File: src/hw/rtl/bfdh_pkg.sv
`timescale 1ns / 1ps
// ----------------------------------------------------------------------------
// bfdh_pkg
// Shared types and constants for the double-hash Bloom filter block.
// ----------------------------------------------------------------------------
package bfdh_pkg;

  localparam int unsigned OP_W      = 3;
  localparam int unsigned KEY_W     = 64;
  localparam int unsigned BIDX_W    = 12;
  localparam int unsigned BYTE_W    = 8;
  localparam int unsigned HCNT_W    = 3;
  localparam int unsigned SIZE_W    = 4;
  localparam int unsigned ROT_RIGHT = 34;

  localparam logic [HCNT_W-1:0] HCNT_RST = 3'd4;
  localparam logic [SIZE_W-1:0] SIZE_RST = 4'd12;

  // register indexes on the config port
  typedef enum logic {
    REG_HASH_COUNT = 1'b0,
    REG_SIZE_LOG2  = 1'b1
  } reg_idx_e;

  typedef enum logic [OP_W-1:0] {
    OP_ADD   = 3'd0,
    OP_PROBE = 3'd1,
    OP_MERGE = 3'd2,
    OP_READ  = 3'd3,
    OP_CLEAR = 3'd4
  } op_e;

  typedef struct packed {
    logic [OP_W-1:0]   op;
    logic [KEY_W-1:0]  key_hash;
    logic [BIDX_W-1:0] byte_index;
    logic [BYTE_W-1:0] byte_value;
  } bfdh_in_t;

  typedef struct packed {
    logic              hit;
    logic [BYTE_W-1:0] byte_out;
  } bfdh_out_t;

  typedef enum logic [1:0] {
    ADDR_HASH  = 2'd0,
    ADDR_BIDX  = 2'd1,
    ADDR_SWEEP = 2'd2
  } addr_sel_e;

  typedef enum logic [1:0] {
    WD_OR_MASK = 2'd0,
    WD_OR_BYTE = 2'd1,
    WD_ZERO    = 2'd2
  } wdata_sel_e;

  typedef enum logic [1:0] {
    RES_ZERO = 2'd0,
    RES_HIT  = 2'd1,
    RES_BYTE = 2'd2
  } res_sel_e;

  typedef struct packed {
    logic       load;
    logic       step;
    logic       sweep_clr;
    logic       sweep_inc;
    logic       ram_en;
    logic       ram_we;
    addr_sel_e  addr_sel;
    wdata_sel_e wdata_sel;
    logic       res_ld;
    res_sel_e   res_sel;
  } bfdh_cmd_t;

  typedef struct packed {
    logic k_zero;
    logic in_range;
    logic last;
    logic bit_set;
    logic sweep_last;
  } bfdh_sts_t;

endpackage

File: src/hw/rtl/bfdh_ctrl.sv
`timescale 1ns / 1ps
// ----------------------------------------------------------------------------
// bfdh_ctrl
// Controller FSM: sequences RAM read/modify/write per probe, clear sweeps,
// and the result strobe.
// ----------------------------------------------------------------------------
module bfdh_ctrl import bfdh_pkg::*; (
  input  logic            clk_i,
  input  logic            rst_ni,
  input  logic            start_i,
  input  logic [OP_W-1:0] op_i,
  input  bfdh_sts_t       sts_i,
  output bfdh_cmd_t       cmd_o,
  output logic            busy_o,
  output logic            done_o
);

  typedef enum logic [4:0] {
    S_INIT = 5'b00001,
    S_IDLE = 5'b00010,
    S_RD   = 5'b00100,
    S_CHK  = 5'b01000,
    S_CLR  = 5'b10000
  } state_e;

  state_e          state_q, state_d;
  logic [OP_W-1:0] op_q, op_d;
  logic            done_q, done_d;
  logic            is_key;

  assign is_key = (op_q == OP_ADD) || (op_q == OP_PROBE);

  always_comb begin
    state_d = state_q;
    op_d    = op_q;
    cmd_o   = '{addr_sel: ADDR_SWEEP, wdata_sel: WD_ZERO, res_sel: RES_ZERO, default: 1'b0};
    unique case (state_q)
      S_INIT: begin
        cmd_o.ram_en    = 1'b1;
        cmd_o.ram_we    = 1'b1;
        cmd_o.sweep_inc = 1'b1;
        if (sts_i.sweep_last) begin
          state_d = S_IDLE;
        end
      end
      S_IDLE: begin
        if (start_i) begin
          op_d = op_i;
          unique case (op_i)
            OP_ADD, OP_PROBE: begin
              cmd_o.load = 1'b1;
              if (sts_i.k_zero) begin
                cmd_o.res_ld  = 1'b1;
                cmd_o.res_sel = (op_i == OP_PROBE) ? RES_HIT : RES_ZERO;
              end else begin
                state_d = S_RD;
              end
            end
            OP_MERGE, OP_READ: begin
              cmd_o.load = 1'b1;
              if (sts_i.in_range) begin
                state_d = S_RD;
              end else begin
                cmd_o.res_ld = 1'b1;
              end
            end
            OP_CLEAR: begin
              cmd_o.sweep_clr = 1'b1;
              state_d         = S_CLR;
            end
            default: begin
              cmd_o.res_ld = 1'b1;
            end
          endcase
        end
      end
      S_RD: begin
        cmd_o.ram_en   = 1'b1;
        cmd_o.addr_sel = is_key ? ADDR_HASH : ADDR_BIDX;
        state_d        = S_CHK;
      end
      S_CHK: begin
        cmd_o.addr_sel = is_key ? ADDR_HASH : ADDR_BIDX;
        state_d        = S_IDLE;
        unique case (op_q)
          OP_ADD: begin
            cmd_o.ram_en    = 1'b1;
            cmd_o.ram_we    = 1'b1;
            cmd_o.wdata_sel = WD_OR_MASK;
            cmd_o.step      = 1'b1;
            if (sts_i.last) begin
              cmd_o.res_ld = 1'b1;
            end else begin
              state_d = S_RD;
            end
          end
          OP_PROBE: begin
            cmd_o.step = 1'b1;
            if (!sts_i.bit_set) begin
              cmd_o.res_ld = 1'b1;
            end else if (sts_i.last) begin
              cmd_o.res_ld  = 1'b1;
              cmd_o.res_sel = RES_HIT;
            end else begin
              state_d = S_RD;
            end
          end
          OP_MERGE: begin
            cmd_o.ram_en    = 1'b1;
            cmd_o.ram_we    = 1'b1;
            cmd_o.wdata_sel = WD_OR_BYTE;
            cmd_o.res_ld    = 1'b1;
          end
          OP_READ: begin
            cmd_o.res_ld  = 1'b1;
            cmd_o.res_sel = RES_BYTE;
          end
          default: begin
            cmd_o.res_ld = 1'b1;
          end
        endcase
      end
      S_CLR: begin
        cmd_o.ram_en    = 1'b1;
        cmd_o.ram_we    = 1'b1;
        cmd_o.sweep_inc = 1'b1;
        if (sts_i.sweep_last) begin
          cmd_o.res_ld = 1'b1;
          state_d      = S_IDLE;
        end
      end
      default: begin
        state_d = S_IDLE;
      end
    endcase
    done_d = cmd_o.res_ld;
  end

  always_ff @(posedge clk_i or negedge rst_ni) begin
    if (!rst_ni) begin
      state_q <= S_INIT;
      op_q    <= '0;
      done_q  <= 1'b0;
    end else begin
      state_q <= state_d;
      op_q    <= op_d;
      done_q  <= done_d;
    end
  end

  assign busy_o = (state_q != S_IDLE);
  assign done_o = done_q;

endmodule
File: config.mk
export PLATFORM = sky130hd
export DESIGN_NAME = bfdh_ctrl
export DESIGN_NICKNAME = d
export VERILOG_FILES = /design/src/hw/rtl/bfdh_pkg.sv /design/src/hw/rtl/bfdh_ctrl.sv
export SDC_FILE = /design/constraint.sdc
export NUM_CORES = 1
export LEC_CHECK = 0
export ABC_AREA = 1
export BUFFER_PORTS_ARGS = -buffer_cell sky130_fd_sc_hd__clkbuf_2
export CAP_MARGIN = 20
export CORE_UTILIZATION = 42
export DETAILED_ROUTE_END_ITERATION = 16
export PLACE_DENSITY = 0.81
export SYNTH_ARGS = -nofsm -noshare
export SYNTH_HDL_FRONTEND = slang
export SYNTH_SLANG_ARGS = --single-unit
File: constraint.sdc
create_clock -name clk_i -period 1.3 [get_ports clk_i]
set_input_delay 0.195 -clock clk_i [delete_from_list [all_inputs] [get_ports clk_i]]
set_output_delay 0.195 -clock clk_i [all_outputs]
set_load 0.01 [all_outputs]
After elaboration in Yosys (flattened, before gate mapping)
Index checks and enable logic that the tools add are counted.
{ "classes": {"eq_ne": 18, "muxes": 40, "reduce_logical": 13} }
{ "ops": {"columns": ["operator", "n"], "rows": [
  ["$mux W5", 5],
  ["$pmux W5 S4", 1],
  ["$mux W1", 15],
  ["$pmux W5 S3", 1],
  ["$eq A3 B2 Y1 const B", 4],
  ["$mux W3", 4],
  ["$pmux W2 S2", 3],
  ["$reduce_or A2 Y1", 6],
  ["$mux W2", 5],
  ["$pmux W5 S2", 1],
  ["$eq A3 B1 Y1 const B", 2],
  ["$logic_not A3 Y1", 2],
  ["$ne A3 B3 Y1 const B", 2],
  ["$pmux W1 S2", 3],
  ["$pmux W1 S3", 2],
  ["$eq A5 B1 Y1 const B", 1],
  ["$eq A5 B2 Y1 const B", 1],
  ["$eq A5 B3 Y1 const B", 1],
  ["$eq A5 B4 Y1 const B", 1],
  ["$eq A5 B5 Y1 const B", 1],
  ["$ne A5 B2 Y1 const B", 1],
  ["$reduce_and A5 Y1", 1],
  ["$ne A4 B1 Y1 const B", 1],
  ["$reduce_or A4 Y1", 1],
  ["other kinds (6)", 6]
]} }
{ "totals": {"regBits": 9, "input_bits": 11, "out_inout_bits": 15, "elab_cells": 74} }

Longest topological paths before layout
Gate-level depths: netlist of run 1.
{ "depth": {"depth_word": 6, "ltp_mapped": 9, "mapped_depth_nobuf": 9} }

Worst setup path after synthesis of run 1
Ideal clock, no wire load.
{ "synth_timing": {"path_type": "reg-to-output", "start": "register state_q[3]", "end": "output port cmd_o[0] (netlist bit)", "t_arrival_ns": 1.120, "required_ns": 1.105, "path_slack_ns": -0.015, "stages_incl_launch_ff": 8, "n_path_buf": 0, "cell_sequence": "dfrtp_1 -> nor2_4 -> nand3_4 -> inv_4 -> nand2_4 -> nor2_4 -> nand3_2 -> nand2_1"} }
{ "synth_rtl": {"columns": ["item", "line_no", "text"], "rows": [
  ["from (decl)", "bfdh_ctrl.sv:26", "state_e state_q, state_d;"],
  ["from (signal assigned)", "bfdh_ctrl.sv:145", "state_q <= state_d;"],
  ["to (decl)", "bfdh_ctrl.sv:13", "output bfdh_cmd_t cmd_o,"]
]} }

==> results.ini, run 1 <==
[logic_synthesis]
synth_top_family_by_area = simple AND/OR/NAND/NOR gates
synth_fa_ha_area_share_pct = 0
async_flop_share_pct = 100
synth_top_area_cell = dfrtp_1
synth_area_per_cell_um2 = 7.11
synthSimpleGateAreaFrac_pct = 47.6
yosys_warnings = 0
synth_nets = 103
synth_area_leaders = dfrtp_1, nand2_1, inv_1
synth_common_cells = nand2_1, inv_1, nor2_1
yosysUniqueCellTypes = 23
ys.flop_type = dfrtp_1
ys_seq_area_share_pct = 34.6
synthMuxAreaShare_pct = 0
synth-xor-area-share_pct = 0
ys_ff_latch = 9
synth.top_cell.area_share_pct = 30.6
postSynthCellCount = 92
synth_edf_count = 0
synth_compound_area_share_pct = 5.35
syn_area_um2 = 654
synth.most_common_cell = nand2_1

[final_layout]
n_fill_cell = 100
drive_gt1_share_pct = 51.9
antenna-diode-count = 0
final_area_mm2 = 0.00103
utilization_pct = 75.4
nets = 147
area_growth_pct = 57.4

[flow_run]
cap_violations = 0

[global_routing]
grt_pass1_vias = 672
grt_pass1_wl_mm = 2.80
grt_overflow_total = 0
grt_max_degree = 10
antenna_found_initial = 0
grt.total_usage_pct = 20.8

[route]
drt_iter0_markers = 31
drt-pass1-iter-count = 4
drc = 0
wl_per_cell_um = 12.0
routed_via_density = 4.85
vias = 727
wl_mm = 1.80
postRouteAntennaNets = 0

[status]
outcome = finished with violations
violations = negative setup slack

[sta]
clock_skew_ps = 3.96
maxSlewHeadroom_pct = 84.9
fmax_mhz = 591
final_hold_viol_count = 0
finalSetupViolations = 18
whs_ps = 186
rsz0062_at_grt = true
finalCritPeriodShare_pct = 130
final_max_slew_viol_count = 0
setup_ws_ps = -392
worst_pin_slew_ps = 225
layout_min_cycle_time_ps = 1690

[place]
dp_slack_ps = -128
dp_hpwl_mm = 1.21
io_buffers = 25
gp_congestion = 0.782
place_area_um2 = 846

[worst_setup_path]
r2r_cells = 10
crit_buf_inv = 2
endpoint_kind = output port
r2r_slack_ps = -110
cp.arrival_ps = 1500
required_ps = 1110
startpoint = state_q[2]
cp-start-kind = register
cpMostUsedCell = nor2_4
r2r_start = state_q[2]
cpLargestDelayFamily = simple AND/OR/NAND/NOR gates
crit_chain = nor2_4 > nand3_4 > inv_4 > nand2_4 > nor2_4 > nand3_2 > nand2_1 > buf_2
max_stage_delay_ps = 430
cpMaxStageDelayCell = dfrtp_1
rr_endpoint = state_q[4]
crit_type = reg -> out
critPathMaxFanout = 4

[clock_network]
cts_buffer_depth = 2
cts_tree = built
cts.sinks = 9
htreeDepth = 1
clk_pin_slew_ps = 70
cts_root_buf = clkbuf_4
numCtsBuffers = 3
insertion_delay_ps = 260

[power]
peakVddDrop_v = 0.000945
leakage_nw = 0.591
power_density_mw_per_mm2 = 1840
totalPowerFinal_mw = 1.89

[floorplan]
fp-row-count = 13
ioPinCount = 26
fp.dieH_um = 41.5
die_area_mm2 = 0.00172
core_mm2 = 0.00137
die_w_um = 41.5
start_util_pct = 47.9

[hold_path]
min_path_cells = 3
hp-class = in -> reg
min-delay-start = op_i[0]
min_to = op_q[0]

==> metrics by stage <==
step | setup TNS [ps] | std cells
after global placement | -382 | 138
after global routing | -6230 | 150
after floorplan | -15.2 | 92
final | -4770 | 150
after CTS | -4140 | 148
after detailed placement | -620 | 138
==> sequential cells by signal (all words and copies together) (netlist names) <==
name / flops
op_q: 3
state_q: 5
done_o: 1
==> cell families after synthesis <==
family | count (synthesis)
buffers and inverters | 20
AOI/OAI and AO/OA | 6
DFF | 9
and+or+nand+nor | 57
==> power breakdown <==
part / switching (mW) / leakage, nW / internal [mW]
logic: 0.651 / 0.465 / 0.542
clock network: 0.107 / 0.0150 / 0.119
registers: 0.0958 / 0.111 / 0.377
total: 0.854 / 0.591 / 1.04
==> metal layers <==
| metal | up-vias | share of wire (%) | GRT usage [%] |
|---|---|---|---|
| li1 | 377 | - | - |
| met1 | 324 | 45 | 25.8 |
| met3 | 2 | 3.9 | 3.48 |
| met5 | - | 0 | 0 |
| met4 | 0 | 0.72 | 9.68 |
| met2 | 24 | 50 | 35.0 |
==> what timing repair did <==
action,CTS,global route
endpoints found under the hold margin,8,0
endpoints found under the setup margin,14,21
hold buffers,1,0
pin swaps,7,6
gates resized for setup,11,21
buffers inserted,5,3
==> area by class of cell <==
class                   instances  area (µm²)  area share [%]
well taps                      15        18.8            1.82
multi-input cells              63         402            39.0
inverters                      19        76.3            7.41
repair buffers                 40         280            27.2
flip-flops and latches          9         226            22.0
clock buffers                   4        26.3            2.55
==> worst max-delay path by stage <==
stage | cells after the start | slack (ps) | endpoint
floorplan | 7 | -20 | cmd_o[0]
global placement | 6 | -90 | cmd_o[3]
detailed placement | 6 | -130 | cmd_o[2]
CTS | 8 | -360 | cmd_o[0]
global route | 6 | -490 | cmd_o[1]
finish | 8 | -390 | cmd_o[0]
==> worst min-delay path: stages <==
cell and delay (ps):
clkbuf_2 80, inv_1 70, o21ai_1 70
==> layout by cell type (no fill, tap or decap), types with 4 or more instances in the layout <==
cell / instances
buf_2: 6
buf_6: 8
nand2_1: 17
inv_1: 14
nand2_2: 5
buf_4: 10
nand3_1: 7
dfrtp_1: 8
clkbuf_2: 15
nor2_4: 4
nor2_1: 9
Note: power is estimated with default switching activity, not from simulation.
==> run 2: changes to the inputs <==
--- a/config.mk
+++ b/config.mk
@@ -5,12 +5,14 @@
 export SDC_FILE = /design/constraint.sdc
 export NUM_CORES = 1
 export LEC_CHECK = 0
-export ABC_AREA = 1
 export BUFFER_PORTS_ARGS = -buffer_cell sky130_fd_sc_hd__clkbuf_2
 export CAP_MARGIN = 20
-export CORE_UTILIZATION = 42
+export CELL_PAD_IN_SITES_DETAIL_PLACEMENT = 2
+export CELL_PAD_IN_SITES_GLOBAL_PLACEMENT = 2
+export CORE_UTILIZATION = 24
 export DETAILED_ROUTE_END_ITERATION = 16
-export PLACE_DENSITY = 0.81
+export GPL_TIMING_DRIVEN = 0
+export PLACE_DENSITY = 0.79
 export SYNTH_ARGS = -nofsm -noshare
 export SYNTH_HDL_FRONTEND = slang
 export SYNTH_SLANG_ARGS = --single-unit
==> results.ini, run 2 <==
[route]
top_layer_used = met4  ; unchanged
dr_wl_met2_mm = 1.51  ; was 908 µm
postRouteAntennaNets = 0  ; unchanged
wl_mm = 2.80  ; was 1.80 mm
drt-pass1-iter-count = 3  ; was 4
wl_met3_um = 78  ; was 71 µm
met1Wirelength_mm = 1.18  ; was 805 µm
routed_via_density = 4.80  ; was 4.85
vias = 730  ; was 727
wl_per_cell_um = 18.4  ; was 12.0 µm
drt_iter0_markers = 1  ; was 31
drc = 0  ; unchanged

[floorplan]
fp-row-count = 18  ; was 13
core_mm2 = 0.00254  ; was 0.00137 mm²
die_w_um = 54.6  ; was 41.5 µm
die_area_mm2 = 0.00298  ; was 0.00172 mm²
fp.dieH_um = 54.6  ; was 41.5 µm
start_util_pct = 26.1  ; was 47.9%
ioPinCount = 26  ; unchanged

[logic_synthesis]
ys_ff_latch = 9  ; unchanged
ys_seq_area_share_pct = 34.2  ; was 34.6%
synth_top_area_cell = dfrtp_1  ; unchanged
yosysUniqueCellTypes = 36  ; was 23
syn_area_um2 = 663  ; was 654 µm²
synth_fa_ha_area_share_pct = 0  ; unchanged
synth-xor-area-share_pct = 3.96  ; was 0%
ys.flop_type = dfrtp_1  ; unchanged
synth_common_cells = dfrtp_1, nor2_1, nand2_1  ; was nand2_1, inv_1, nor2_1
synth_edf_count = 0  ; unchanged
synth_top_family_by_area = simple AND/OR/NAND/NOR gates  ; unchanged
synth.most_common_cell = dfrtp_1  ; was nand2_1
postSynthCellCount = 66  ; was 92
async_flop_share_pct = 100  ; unchanged
synthMuxAreaShare_pct = 8.30  ; was 0%
synthSimpleGateAreaFrac_pct = 32.5  ; was 47.6%
synth_area_per_cell_um2 = 10.0  ; was 7.11 µm²
synth.top_cell.area_share_pct = 30.2  ; was 30.6%
synth_area_leaders = dfrtp_1, buf_6, mux2_2  ; was dfrtp_1, nand2_1, inv_1
synth_nets = 77  ; was 103
yosys_warnings = 0  ; unchanged
synth_compound_area_share_pct = 12.6  ; was 5.35%

[power]
peakVddDrop_v = 0.00115  ; was 0.000945 V
power_density_mw_per_mm2 = 1810  ; was 1840 mW/mm²
leakage_nw = 0.588  ; was 0.591 nW

[clock_network]
numCtsBuffers = 3  ; unchanged
cts.sinks = 9  ; unchanged
insertion_delay_ps = 270  ; was 260 ps
cts_tree = built  ; unchanged
cts_buffer_depth = 2  ; unchanged
clk_pin_slew_ps = 60  ; was 70 ps
cts_root_buf = clkbuf_4  ; unchanged
htreeDepth = 1  ; unchanged

[global_routing]
grt_pass1_vias = 817  ; was 672
grt_max_degree = 10  ; unchanged
antenna_found_initial = 0  ; unchanged
grt_pass1_wl_mm = 4.28  ; was 2.80 mm
grt_overflow_total = 0  ; unchanged
grt.total_usage_pct = 21.3  ; was 20.8%

[final_layout]
layout_common_cells = buf_4, clkbuf_2, buf_6  ; was nand2_1, clkbuf_2, inv_1
largest_reg_flops = 5  ; unchanged
antenna-diode-count = 0  ; unchanged
drive_gt1_share_pct = 76.2  ; was 51.9%
regMostFlops = state_q  ; unchanged
utilization_pct = 48.5  ; was 75.4%
area_growth_pct = 86.0  ; was 57.4%
final_area_mm2 = 0.00123  ; was 0.00103 mm²
layout_commonest_cell = buf_4  ; was nand2_1
nets = 134  ; was 147

[worst_setup_path]
cp-start-kind = register  ; unchanged
endpoint_kind = output port  ; unchanged
r2r_start = state_q[4]  ; was state_q[2]
crit_type = reg -> out  ; unchanged
startpoint = state_q[2]  ; unchanged
critPathMaxFanout = 9  ; was 4
required_ps = 1110  ; about the same
cp.arrival_ps = 1740  ; was 1500 ps

[sta]
setup_ws_ps = -630  ; was -392 ps
layout_min_cycle_time_ps = 1930  ; was 1690 ps
finalCritPeriodShare_pct = 148  ; was 130%
fmax_mhz = 518  ; was 591 MHz
worst_pin_slew_ps = 360  ; was 225 ps
rsz0062_at_grt = true  ; unchanged
tns_ps = -9610  ; was -4770 ps
finalSetupViolations = 22  ; was 18
final_hold_viol_count = 0  ; unchanged
maxSlewHeadroom_pct = 75.8  ; was 84.9%
clock_skew_ps = 5.13  ; was 3.96 ps
final_max_slew_viol_count = 0  ; unchanged

[place]
dp_slack_ps = -486  ; was -128 ps
io_buffers = 25  ; unchanged
dp_hpwl_mm = 1.52  ; was 1.21 mm
gp_congestion = 0.764  ; was 0.782
place_area_um2 = 843  ; was 846 µm²

[hold_path]
hp-class = in -> reg  ; unchanged
min-delay-start = op_i[0]  ; unchanged

[status]
violations = negative setup slack  ; unchanged
outcome = finished with violations  ; unchanged

[flow_run]
cap_violations = 0  ; unchanged

run 2: power by group:
group          leakage, nW  internal, mW  switching [mW]
Clock               0.0150         0.119           0.108
Sequential           0.107         0.385           0.145
Combinational        0.466         0.795           0.681
Total                0.588          1.30           0.934
run 2: area by class of cell:
cell class	instances	area, µm²
inverters	1	3.75
repair buffers	53	380
well taps	30	37.5
clock buffers	4	26.3
multi-input cells	51	514
plain buffers	4	41.3
fillers	283	1310
flip-flops and latches	9	230
run 2: repair_timing:
| item | CTS | global route |
|---|---|---|
| hold buffers | 1 | 0 |
| pin swaps | 11 | 10 |
| endpoints found under the setup margin | 22 | 22 |
| resized for setup | 22 | 23 |
| setup buffers | 18 | 10 |
| hold endpoints to repair | 8 | 0 |
run 2: stage by stage:
step | cells | power [mW] | hold WS [ps]
global placement | 121 | 1.23 | 65.0
global route | 152 | 2.37 | 224
CTS | 143 | 2.03 | 212
finish | 152 | 2.23 | 222
floorplan | 66 | 1.02 | -101
detailed placement | 121 | 1.27 | 65.9
run 2: kinds of logic after synthesis:
family | count (synthesis)
AND/OR/NAND/NOR | 32
buffers and inverters | 6
multiplexers | 5
flip-flops | 9
XOR/XNOR | 3
AO/OA/AOI/OAI | 11
run 2: path summary, 6_finish.rpt:
kind	to	slack, ps	cells past startpoint
setup / recovery	cmd_o[1]	-630	6
hold / removal	op_q[0]	220	2
setup reg to reg	op_q[0]	-440	6
hold reg to reg	state_q[0]	580	1
max in group asynchronous	state_q[0]	730	2
min in group asynchronous	op_q[1]	310	2
run 2: critical path, stage by stage (launching register included):
cell      delay, ps
dfrtp_1         370
buf_6           150
nand2b_4        150
nor4_2          270
nand2_1         170
nor3b_2         200
clkbuf_2        150
run 2: routing by layer:
| layer | vias up | global-route usage, % |
|---|---|---|
| met5 | - | 0 |
| met4 | 0 | 10.7 |
| met3 | 2 | 3.06 |
| met2 | 21 | 37.8 |
| met1 | 355 | 24.7 |
| li1 | 352 | - |
